**config.mk**
```make
export PLATFORM = sky130hd
export DESIGN_NAME = mfm_sector_locator
export DESIGN_NICKNAME = d
export VERILOG_FILES = /design/src/sv/msl_pkg.sv /design/src/sv/msl_cfg.sv /design/src/sv/msl_step.sv /design/src/sv/mfm_sector_locator.sv
export SDC_FILE = /design/constraint.sdc
export NUM_CORES = 1
export LEC_CHECK = 0
export BUFFER_PORTS_ARGS = -buffer_cell sky130_fd_sc_hd__buf_4
export CORE_UTILIZATION = 25
export DETAILED_ROUTE_END_ITERATION = 8
export PLACE_DENSITY = 0.47
export SYNTH_ARGS = -nofsm -noshare
export SYNTH_HDL_FRONTEND = slang
export SYNTH_SLANG_ARGS = --single-unit
```
**constraint.sdc**
```tcl
create_clock -name clk -period 4.6 [get_ports clk]
set_input_delay 0.46 -clock clk [delete_from_list [all_inputs] [get_ports clk]]
set_output_delay 0.46 -clock clk [all_outputs]
set_load 0.005 [all_outputs]
```
**src/sv/msl_pkg.sv**
```systemverilog
// Shared types, codes and constants of the MFM sector locator.
// Holds the CRC-16-CCITT byte step used by the datapath.
`default_nettype none

package msl_pkg;

  localparam logic [7:0]  SYNC_BYTE = 8'hA1;
  localparam logic [7:0]  ID_MARK   = 8'hFE;
  localparam logic [7:0]  DATA_MARK = 8'hFB;
  localparam logic [15:0] CRC_INIT  = 16'hFFFF;
  localparam logic [15:0] CRC_POLY  = 16'h1021;
  localparam int          BASE_SIZE = 128;
  localparam int          LEFT_W    = 11;

  typedef enum logic [1:0] {
    REG_CYLINDER = 2'd0,
    REG_HEAD     = 2'd1,
    REG_SECTOR   = 2'd2
  } cfg_reg_t;

  typedef enum logic [1:0] {
    KIND_DATA         = 2'd0,
    KIND_NO_ID        = 2'd1,
    KIND_NO_DATA_MARK = 2'd2
  } kind_t;

  typedef enum logic [6:0] {
    PH_FIND_ID     = 7'b0000001,
    PH_CAPTURE     = 7'b0000010,
    PH_SEEK_WANTED = 7'b0000100,
    PH_SEEK_OTHER  = 7'b0001000,
    PH_EMIT        = 7'b0010000,
    PH_SKIP        = 7'b0100000,
    PH_DONE        = 7'b1000000
  } phase_t;

  typedef struct packed {
    logic [7:0] cylinder;
    logic [7:0] head;
    logic [7:0] sector;
  } target_t;

  typedef struct packed {
    kind_t       kind;
    logic [7:0]  sector_byte;
    logic        last_of_sector;
    logic [15:0] sector_crc;
    logic        mark_repaired;
  } result_t;

  // MSB-first CRC-16-CCITT over one byte
  function automatic logic [15:0] crc16_step(input logic [15:0] crc_in,
                                             input logic [7:0] data);
    logic [15:0] c;
    c = crc_in ^ {data, 8'h00};
    for (int i = 0; i < 8; i++) begin
      c = c[15] ? ({c[14:0], 1'b0} ^ CRC_POLY) : {c[14:0], 1'b0};
    end
    return c;
  endfunction

  // CRC after A1 A1 A1 FB
  localparam logic [15:0] CRC_AFTER_MARK =
    crc16_step(crc16_step(crc16_step(crc16_step(CRC_INIT, SYNC_BYTE), SYNC_BYTE),
                          SYNC_BYTE), DATA_MARK);

endpackage

`default_nettype wire

```
**src/sv/msl_cfg.sv**
```systemverilog
// Target ID registers of the MFM sector locator.
// Depends on msl_pkg for the register indexes and the target struct.
`default_nettype none

module msl_cfg
  import msl_pkg::*;
(
  input  wire logic       clk,
  input  wire logic       rst_n,
  input  wire logic       cfg_valid,
  output logic            cfg_ready,
  input  wire logic [1:0] cfg_index,
  input  wire logic [7:0] cfg_data,
  output target_t         target
);

  target_t target_r;
  target_t target_nxt;

  assign cfg_ready = 1'b1;
  assign target    = target_r;

  always_comb begin
    target_nxt = target_r;
    if (cfg_valid) begin
      case (cfg_index)
        REG_CYLINDER: target_nxt.cylinder = cfg_data;
        REG_HEAD:     target_nxt.head     = cfg_data;
        REG_SECTOR:   target_nxt.sector   = cfg_data;
        default:      target_nxt          = target_r;
      endcase
    end
  end

  always_ff @(posedge clk) begin
    if (!rst_n) begin
      target_r <= '{cylinder: 8'd0, head: 8'd0, sector: 8'd1};
    end else begin
      target_r <= target_nxt;
    end
  end

endmodule

`default_nettype wire

```
**src/sv/msl_step.sv**
```systemverilog
// Track scan state and per-byte step logic of the MFM sector locator.
// Depends on msl_pkg for the phase codes, CRC step and result struct.
`default_nettype none

module msl_step
  import msl_pkg::*;
#(
  parameter int TRACK_BYTES = 6400,
  parameter int SCAN_LIMIT  = 6250
) (
  input  wire logic       clk,
  input  wire logic       rst_n,
  input  wire logic       advance,
  input  wire logic [7:0] track_byte,
  input  wire logic       track_start,
  input  wire target_t    target,
  output logic            res_valid,
  output result_t         res
);

  localparam int OFS_W      = $clog2(TRACK_BYTES);
  localparam int SEARCH_END = (SCAN_LIMIT + 3 > TRACK_BYTES) ? TRACK_BYTES : SCAN_LIMIT + 3;
  localparam logic [OFS_W-1:0] LAST_SCAN = OFS_W'(SEARCH_END - 1);
  localparam logic [OFS_W-1:0] LAST_OFS  = OFS_W'(TRACK_BYTES - 1);

  phase_t             phase_r,  phase_nxt;
  logic [OFS_W-1:0]   ofs_r,    ofs_nxt;
  logic [23:0]        recent_r, recent_nxt;
  logic [1:0]         fidx_r,   fidx_nxt;
  logic [LEFT_W-1:0]  left_r,   left_nxt;
  logic [15:0]        crc_r,    crc_nxt;
  logic               rep_r,    rep_nxt;

  logic       hit;
  logic       last;
  logic       match;
  logic [7:0] want;

  always_comb begin
    phase_nxt  = phase_r;
    ofs_nxt    = ofs_r;
    recent_nxt = recent_r;
    fidx_nxt   = fidx_r;
    left_nxt   = left_r;
    crc_nxt    = crc_r;
    rep_nxt    = rep_r;
    res_valid  = 1'b0;
    res        = '0;
    hit        = 1'b0;
    last       = 1'b0;
    want       = ID_MARK;
    match      = (recent_r[23:16] == target.cylinder) && (recent_r[15:8] == target.head) &&
                 (recent_r[7:0] == target.sector);

    if (track_start) begin
      phase_nxt  = PH_FIND_ID;
      ofs_nxt    = '0;
      recent_nxt = '0;
      fidx_nxt   = '0;
      left_nxt   = '0;
      crc_nxt    = CRC_INIT;
      rep_nxt    = 1'b0;
    end

    if (phase_nxt != PH_DONE) begin
      case (phase_nxt)
        PH_EMIT: begin
          crc_nxt = crc16_step(crc_nxt, track_byte);
          if (left_nxt != '0) begin
            left_nxt = left_nxt - LEFT_W'(1);
          end
          last = (left_nxt == '0);
          res_valid = 1'b1;
          res.kind = KIND_DATA;
          res.sector_byte = track_byte;
          res.last_of_sector = last;
          res.sector_crc = last ? crc_nxt : 16'h0000;
          if (last) begin
            phase_nxt = PH_DONE;
          end
        end
        PH_SKIP: begin
          if (left_nxt != '0) begin
            left_nxt = left_nxt - LEFT_W'(1);
          end
          if (left_nxt == '0) begin
            phase_nxt = PH_FIND_ID;
            fidx_nxt  = '0;
          end
        end
        default: begin
          if (phase_nxt == PH_CAPTURE) begin
            if (fidx_nxt == 2'd3) begin
              left_nxt  = LEFT_W'(BASE_SIZE) << track_byte[1:0];
              phase_nxt = (match && !track_start) ? PH_SEEK_WANTED : PH_SEEK_OTHER;
            end else begin
              fidx_nxt = fidx_nxt + 2'd1;
            end
          end
          if (phase_nxt == PH_FIND_ID || phase_nxt == PH_SEEK_WANTED ||
              phase_nxt == PH_SEEK_OTHER) begin
            want = (phase_nxt == PH_FIND_ID) ? ID_MARK : DATA_MARK;
            hit  = (fidx_nxt == 2'd3) && (ofs_nxt <= LAST_SCAN) &&
                   (recent_nxt[15:0] == {SYNC_BYTE, SYNC_BYTE}) && (track_byte == want);
            if (hit) begin
              if (recent_nxt[23:16] != SYNC_BYTE) begin
                rep_nxt = 1'b1;
              end
              if (phase_nxt == PH_FIND_ID) begin
                phase_nxt = PH_CAPTURE;
                fidx_nxt  = '0;
              end else if (phase_nxt == PH_SEEK_WANTED) begin
                crc_nxt   = CRC_AFTER_MARK;
                phase_nxt = PH_EMIT;
              end else begin
                left_nxt  = left_nxt + LEFT_W'(2);
                phase_nxt = PH_SKIP;
              end
            end else begin
              if (fidx_nxt != 2'd3) begin
                fidx_nxt = fidx_nxt + 2'd1;
              end
              if (ofs_nxt >= LAST_SCAN) begin
                res_valid = 1'b1;
                res.kind  = (phase_nxt == PH_SEEK_WANTED) ? KIND_NO_DATA_MARK : KIND_NO_ID;
                phase_nxt = PH_DONE;
              end
            end
          end
        end
      endcase

      recent_nxt = {recent_nxt[15:0], track_byte};
      if (ofs_nxt >= LAST_OFS) begin
        phase_nxt = PH_DONE;
      end else begin
        ofs_nxt = ofs_nxt + OFS_W'(1);
      end
    end

    res.mark_repaired = rep_nxt;
  end

  always_ff @(posedge clk) begin
    if (!rst_n) begin
      phase_r  <= PH_FIND_ID;
      ofs_r    <= '0;
      recent_r <= '0;
      fidx_r   <= '0;
      left_r   <= '0;
      crc_r    <= CRC_INIT;
      rep_r    <= 1'b0;
    end else if (advance) begin
      phase_r  <= phase_nxt;
      ofs_r    <= ofs_nxt;
      recent_r <= recent_nxt;
      fidx_r   <= fidx_nxt;
      left_r   <= left_nxt;
      crc_r    <= crc_nxt;
      rep_r    <= rep_nxt;
    end
  end

endmodule

`default_nettype wire

```
**src/sv/mfm_sector_locator.sv**
```systemverilog
// MFM sector locator: takes one decoded track byte per clock through a one-entry input
// register, steps the scan state and places any result in a one-entry output register.
// A byte is taken every cycle while out_tready stays high; its result is registered in
// the output register (result channel) as the byte leaves the input register; the rate
// is set by the single per-byte step (mark compare, one CRC byte update) between them.
// Depends on msl_pkg, msl_cfg and msl_step.
`default_nettype none

module mfm_sector_locator
  import msl_pkg::*;
#(
  parameter int TRACK_BYTES = 6400,
  parameter int SCAN_LIMIT  = 6250
) (
  input  wire logic        clk,
  input  wire logic        rst_n,
  input  wire logic        in_tvalid,
  output logic             in_tready,
  input  wire logic [7:0]  in_tdata,   // [7:0] track_byte
  input  wire logic        in_tuser,   // [0] track_start
  output logic             out_tvalid,
  input  wire logic        out_tready,
  output logic [31:0]      out_tdata,  // [7:0] sector_byte, [23:8] sector_crc,
                                       // [24] mark_repaired, [31:25] zero
  output logic [1:0]       out_tuser,  // [1:0] kind
  output logic             out_tlast,  // last_of_sector
  input  wire logic        cfg_valid,
  output logic             cfg_ready,
  input  wire logic [1:0]  cfg_index,
  input  wire logic [7:0]  cfg_data
);

  target_t    target;
  logic       in_valid_r, in_valid_nxt;
  logic [7:0] in_byte_r;
  logic       in_start_r;
  logic       out_valid_r, out_valid_nxt;
  result_t    out_res_r;
  logic       advance;
  logic       in_xfer;
  logic       res_valid;
  result_t    res;

  msl_cfg u_cfg (
    .clk       (clk),
    .rst_n     (rst_n),
    .cfg_valid (cfg_valid),
    .cfg_ready (cfg_ready),
    .cfg_index (cfg_index),
    .cfg_data  (cfg_data),
    .target    (target)
  );

  msl_step #(
    .TRACK_BYTES (TRACK_BYTES),
    .SCAN_LIMIT  (SCAN_LIMIT)
  ) u_step (
    .clk         (clk),
    .rst_n       (rst_n),
    .advance     (advance),
    .track_byte  (in_byte_r),
    .track_start (in_start_r),
    .target      (target),
    .res_valid   (res_valid),
    .res         (res)
  );

  assign advance   = in_valid_r && (!out_valid_r || out_tready);
  assign in_tready = !in_valid_r || advance;
  assign in_xfer   = in_tvalid && in_tready;

  always_comb begin
    in_valid_nxt = in_valid_r;
    if (in_xfer) begin
      in_valid_nxt = 1'b1;
    end else if (advance) begin
      in_valid_nxt = 1'b0;
    end
    out_valid_nxt = out_valid_r;
    if (!out_valid_r || out_tready) begin
      out_valid_nxt = advance && res_valid;
    end
  end

  always_ff @(posedge clk) begin
    if (!rst_n) begin
      in_valid_r  <= 1'b0;
      out_valid_r <= 1'b0;
    end else begin
      in_valid_r  <= in_valid_nxt;
      out_valid_r <= out_valid_nxt;
    end
  end

  always_ff @(posedge clk) begin
    if (in_xfer) begin
      in_byte_r  <= in_tdata;
      in_start_r <= in_tuser;
    end
    if (advance && res_valid) begin
      out_res_r <= res;
    end
  end

  assign out_tvalid = out_valid_r;
  assign out_tdata  = {7'd0, out_res_r.mark_repaired, out_res_r.sector_crc,
                       out_res_r.sector_byte};
  assign out_tuser  = out_res_r.kind;
  assign out_tlast  = out_res_r.last_of_sector;

endmodule

`default_nettype wire

```
Word-level counts from Yosys, hierarchy flattened --
Cells that the tools add are included.
Word-level totals: output and inout bits 38, bits in registers 137, input bits 24
Operators by class: mux-type cells 79, bitwise operators 12, reductions and logical operators 28, $add $sub $neg 5, shift operators 1, eq/ne operators 18, $lt $le $gt $ge 3
Operators by type and width (number):
- 11-bit two-way mux | 15
- 13-bit two-way mux | 11
- 16-bit two-way mux | 6
- 7-bit two-way mux | 13
- 24-bit two-way mux | 2
- 8-bit equality test | 4
- 16-bit case mux with 2 select lines | 1
- 13-bit greater-or-equal comparator (second input constant) | 2
- 2-bit two-way mux | 12
- 3-bit NOT | 8
- 11-bit logical NOT | 2
- 11-bit case mux with 2 select lines | 1
- 16-bit equality test (second input constant) | 1
- 16-bit XOR | 1
- 7-bit case mux with 2 select lines | 1
- 13-bit by 1-bit adder with 13-bit output (second input constant) | 1
- 13-bit less-or-equal comparator (second input constant) | 1
- 1-bit two-way mux | 12
- 11-bit by 2-bit adder with 11-bit output (second input constant) | 1
- 11-bit nonzero test | 1
- 8-bit by 2-bit << shifter with 11-bit output (first input constant) | 1
- 11-bit by 1-bit subtractor with 11-bit output (second input constant) | 1
- 1-bit logical AND | 9
- 8-bit inequality test (second input constant) | 1
- 25 further kinds | 38

Depth between registers and ports, before layout --
depth after elaboration 20, mapped depth 14, mapped depth without buffers 10

By module --
From an unflattened synthesis, not the netlist that was laid out.
Unflattened totals: cell total of the unflattened synthesis 927, area, all modules 7823.8 µm²
Modules (own cells, without submodules):
- msl_step | cells an instance 777, seq. area each 1481.4 µm², instances 1, area each 5624.1 µm²
- mfm_sector_locator | cells an instance 58, seq. area each 1151.1 µm², instances 1, area each 1280.0 µm²
- msl_cfg | cells an instance 92, seq. area each 480.5 µm², instances 1, area each 919.6 µm²

Least setup slack after synthesis --
OpenSTA, ideal clock, no wires.
kind reg-to-reg, from reg in_start_r, to reg out_res_r (netlist bit out_tdata[0]), enable pin, setup slack 0.394 ns, stages on the path, launching flop included 13, path buffers 3, data arrival time 3.781 ns, data required time 4.176 ns, period minus slack after synthesis 4.206 ns, path through edfxtp_1 -> buf_2 -> inv_1 -> clkbuf_1 -> buf_1 -> nand2_1 -> ha_1 -> nor4b_1 -> o2111ai_1 -> nand3b_1 -> nand4b_4 -> nand3_1 -> a21oi_1
On the way: cells in the longest elaborated chain, start to end 16, elaborated cells between the ends (all ways) 41, those cells by class add/sub (1); order compare (2); eq/ne (11); mux (19); reduce/logical (8)
RTL lines:
- start: declaration | line mfm_sector_locator.sv:36 | logic in_start_r;
- start signal: assignment | line mfm_sector_locator.sv:98 | in_start_r <= in_tuser;
- 1-bit logical NOT | line msl_step.sv:95 | phase_nxt = (match && !track_start) ? PH_SEEK_WANTED : PH_SEEK_OTHER;
- 1-bit logical AND | line msl_step.sv:95
- 4-bit two-way mux | line msl_step.sv:95
- 7-bit two-way mux | line msl_step.sv:93 | if (fidx_nxt == 2'd3) begin
- 7-bit two-way mux | line msl_step.sv:92 | if (phase_nxt == PH_CAPTURE) begin
- 7-bit two-way mux | line msl_step.sv:66 | case (phase_nxt)
- 7-bit two-way mux | line msl_step.sv:65 | if (phase_nxt != PH_DONE) begin
- 7-bit by 1-bit equality test with 1-bit output | line msl_step.sv:100, msl_step.sv:102
- 3-bit two-way mux | line msl_step.sv:102 | want = (phase_nxt == PH_FIND_ID) ? ID_MARK : DATA_MARK;
- 8-bit equality test | line msl_step.sv:104 | (recent_nxt[15:0] == {SYNC_BYTE, SYNC_BYTE}) && (track_byte == want);
- 1-bit logical AND | line msl_step.sv:104
- 1-bit two-way mux | line msl_step.sv:105 | if (hit) begin
- 1-bit two-way mux | line msl_step.sv:100 | if (phase_nxt == PH_FIND_ID || phase_nxt == PH_SEEK_WANTED ||
- 1-bit case mux with 2 select lines | line msl_step.sv:66
- 1-bit two-way mux (*) | line msl_step.sv:65
- 1-bit logical AND (*) | line mfm_sector_locator.sv:100 | if (advance && res_valid) begin
- end signal: assignment | line mfm_sector_locator.sv:101 | out_res_r <= res;
- end: declaration | line mfm_sector_locator.sv:38 | result_t out_res_r;
Mark *: on every way between the ends. The rest lies on a longest branch, timed or not. The select of a mux whose other input is x is not followed. A chain may end at the register's enable or synchronous reset.

Final worst setup path --
from reg in_start_r, to reg out_res_r (netlist bit out_tuser[1]), enable pin
The elaborated chain is that of the path after synthesis.

==> impl_metrics.py <==
metrics = {
    "outcome": {
        "status": "complete, but fails checks",
        "failing_checks": "design-rule violations",
    },
    "timing": {
        "maxSlewViolCount": 0,
        "finalHoldViolations": 0,
        "fin_setup_tns_ps": 0,
        "tightestPinTransition_ps": 945,
        "timing.clock.skew_ps": 16.3,
        "post-route-min-period_ps": 3400,
        "period_share": 0.738,
        "slew_headroom": 0.368,
        "clock.fmax_mhz": 295,
        "timing.final.setup_violations": 0,
        "setup_repair_after_global_routing_missed_its_margin": "no",
        "fin_hold_ws_ps": 199,
    },
    "final_layout": {
        "ant_diodes": 0,
        "layout.area.seq_mm2": 0.00311,
        "synthToLayoutAreaGrowth_pct": 16.2,
        "nets": 949,
        "multi_input_area_mm2": 0.00438,
        "mostFrequentLayoutCells": "dfxtp_1, nor2_1, nand2_1",
        "layout.cells.most_common": "dfxtp_1",
        "drive_gt1_frac": 0.154,
        "fill_cells": 3294,
    },
    "route": {
        "wire_per_inst_um": 18.0,
        "final_antenna_net_count": 0,
        "drt-vias-per-instance": 5.12,
        "drt_pre_antenna_iters": 6,
        "wl_um": 24000,
        "detailedRoute.firstIterationViolations": 471,
        "drc_errors": 9,
        "routed-via-count": 6807,
    },
    "grt": {
        "vias_in_the_first_global_route": 6580,
        "grt_max_degree": 67,
        "grt_use_total": 0.155,
        "globalRoute.totalOverflow": 0,
        "antenna_found_initial": 0,
        "global_route_wire_length_before_repair_um": 38000,
    },
    "cts": {
        "tritoncts_clock_tree": "done",
        "h-tree-depth": 4,
        "post-cts-setup-buffers": 0,
        "clk_latency_ps": 440,
        "cts_sinks": 137,
        "clock_tree.root_cell": "clkbuf_16",
        "cts_hold_buffers": 0,
        "clk_transition_reported_paths_ps": 60,
        "cts_made_buffers": 17,
        "post_cts.resized_instances": 0,
        "cts_max_path_buffers": 2,
    },
    "worst_setup_path": {
        "timing.rr.end": "out_tuser[1]",
        "critical_path.n_buffers_inverters": 2,
        "worstSetupPathDepth": 10,
        "end_of_the_critical_path": "out_tuser[1]",
        "data_required_critical_path_ps": 4660,
        "cp_slowest_stage_delay_ps": 780,
        "path_max_fanout": 30,
        "timing.rr.start": "in_start_r",
        "list_of_cells_traversed_by_the_critical_path": "inv_1 > buf_4 > nand2_1 > ha_1 > nor4b_1 > o2111ai_1 > nand3b_1 > nand4b_4 > nand3_1 > a21oi_4",
        "regToRegSetupSlack_ps": 1200,
        "setup.worst_path.start": "in_start_r",
        "worstPathArrival_ps": 3450,
        "reg2reg_depth": 10,
        "timing.setup.critical_path_class": "flip-flop to flip-flop",
        "start_kind": "flip-flop",
        "cp_top_family": "simple AND/OR/NAND/NOR gates",
        "crit_path_capture_type": "flip-flop",
        "cp_slowest_cell": "a21oi_4",
    },
    "yosys": {
        "synth.distinct_cells": 83,
        "ys_ff_latch": 137,
        "seq_area_frac_synth": 0.396,
        "gate_count_post_synth": 903,
        "ys_dominant_reg_cell": "dfxtp_1",
        "synth_edf_count": 37,
        "synth_area_mm2": 0.00786,
        "warnings_synthesis": 0,
        "post_synth.cell_area_avg_um2": 8.70,
        "synth-async-reset-ratio": 0,
    },
    "floorplan": {
        "num_rows": 64,
        "die-area_mm2": 0.0321,
        "num_io_pins": 62,
        "die_height_um": 179,
        "fp.coreArea_mm2": 0.0307,
        "fp.dieW_um": 179,
        "starting_utilization_of_the_core_area": 0.255,
    },
    "power_and_ir_drop": {
        "vdd_ir_drop_max_uv": 200,
        "p_total_mw": 3.00,
        "static-leakage-power_nw": 3.48,
        "cellPowerDensity_mw_per_mm2": 329,
    },
    "flow_run": {
        "total_of_max_cap_violations": 0,
    },
    "placement": {
        "place.gp.congestion": 0.884,
        "detailed_place_hpwl_um": 16500,
        "input_output_buffers": 53,
    },
    "min_path": {
        "holdCritPathClass": "primary input to flip-flop",
    },
}
-- synthesized netlist by cell type, types with 4 or more instances --
cell	count	area share
and2_1	13	0.010
o311ai_0	4	0.0045
nand2b_1	6	0.0048
a22oi_1	4	0.0038
nand3_1	35	0.022
a21oi_1	61	0.039
or2_2	5	0.0040
buf_2	11	0.0070
or3_1	4	0.0032
nand4_1	17	0.014
nor4b_1	7	0.0078
mux2i_1	29	0.037
o211ai_1	7	0.0067
ha_1	4	0.0064
and4_1	4	0.0045
o31ai_1	5	0.0048
inv_1	13	0.0062
xor2_1	36	0.040
and3_1	9	0.0072
nor2_2	9	0.0072
nor3_1	16	0.010
nand3b_1	7	0.0067
nor3b_1	5	0.0048
buf_4	11	0.011
nand2_1	89	0.043
nor4_1	22	0.018
buf_1	9	0.0043
and4b_1	4	0.0051
a211oi_1	13	0.012
nor2b_1	9	0.0072
nor2_1	96	0.046
o21ai_0	43	0.027
dfxtp_1	100	0.25
edfxtp_1	37	0.14
buf_6	4	0.0057
a31oi_1	12	0.0096
and3b_1	4	0.0045
clkbuf_1	40	0.019
xnor2_1	30	0.033
-- per-stage QoR --
stage	setup slack (ps)	utilization	cell area [µm²]	cells
floorplan	394	-	7880	909
CTS	1170	0.297	9130	1330
global placement	1240	0.278	8550	1298
detailed placement	1160	0.278	8550	1298
global route	935	0.297	9130	1330
finish	1200	0.297	9130	1330
-- routing by layer --
layer  wire [µm]  up-vias  global-route usage
met4         502        0              0.0574
li1            -     3275                   -
met3         986       38              0.0248
met2       11100      182               0.245
met5           0        -                   0
met1       11400     3312               0.212
-- area by class of cell --
cell class                 instances  share of cell area
sequential                       137               0.341
multi-input combinational        683               0.479
clock buffer                      18              0.0481
inverter                          14             0.00575
tap                              396              0.0543
timing repair buffer              68              0.0559
clock inverter                    14              0.0160
-- cell families (layout without fill, tap and decap cells) --
kind of cell | Yosys count | in the layout | share of synthesized area
flops | 137 | 137 | 0.396
compound gates | 193 | 193 | 0.167
fa+ha+maj | 4 | 4 | 0.00637
other cells | 2 | 8 | 0.000956
buf+inv | 89 | 114 | 0.0534
simple gates | 380 | 380 | 0.261
xor+xnor | 66 | 66 | 0.0736
mux | 32 | 32 | 0.0412
-- registers in the layout, indices dropped and copies added, names as in the netlist, 2 cells and up --
name,cells
out_tdata,25
u_step.crc_r,16
out_tuser,2
u_step.left_r,11
u_cfg.target,24
u_step.phase_r,7
in_byte_r,8
u_step.fidx_r,2
u_step.ofs_r,13
u_step.recent_r,24
-- worst min path at each step --
stage / startpoint / endpoint / slack, ps / depth (start not counted)
after floorplan: u_step.crc_r[12] / u_step.crc_r[12] / 450 / 2
after global placement: u_step.rep_r / u_step.rep_r / 470 / 2
after detailed placement: u_step.recent_r[16] / u_step.recent_r[16] / 470 / 2
after CTS: in_tdata[7] / in_byte_r[7] / 190 / 1
after global routing: in_tdata[0] / in_byte_r[0] / 180 / 1
final: in_tdata[0] / in_byte_r[0] / 200 / 1
-- report_power, final --
part | leakage [nW] | internal (mW) | switching (mW)
registers | 1.22 | 1.26 | 0.0428
clock network | 0.274 | 0.814 | 0.583
logic | 1.98 | 0.110 | 0.197
total | 3.48 | 2.18 | 0.823
No activity file was read; power rests on OpenSTA's default activity.
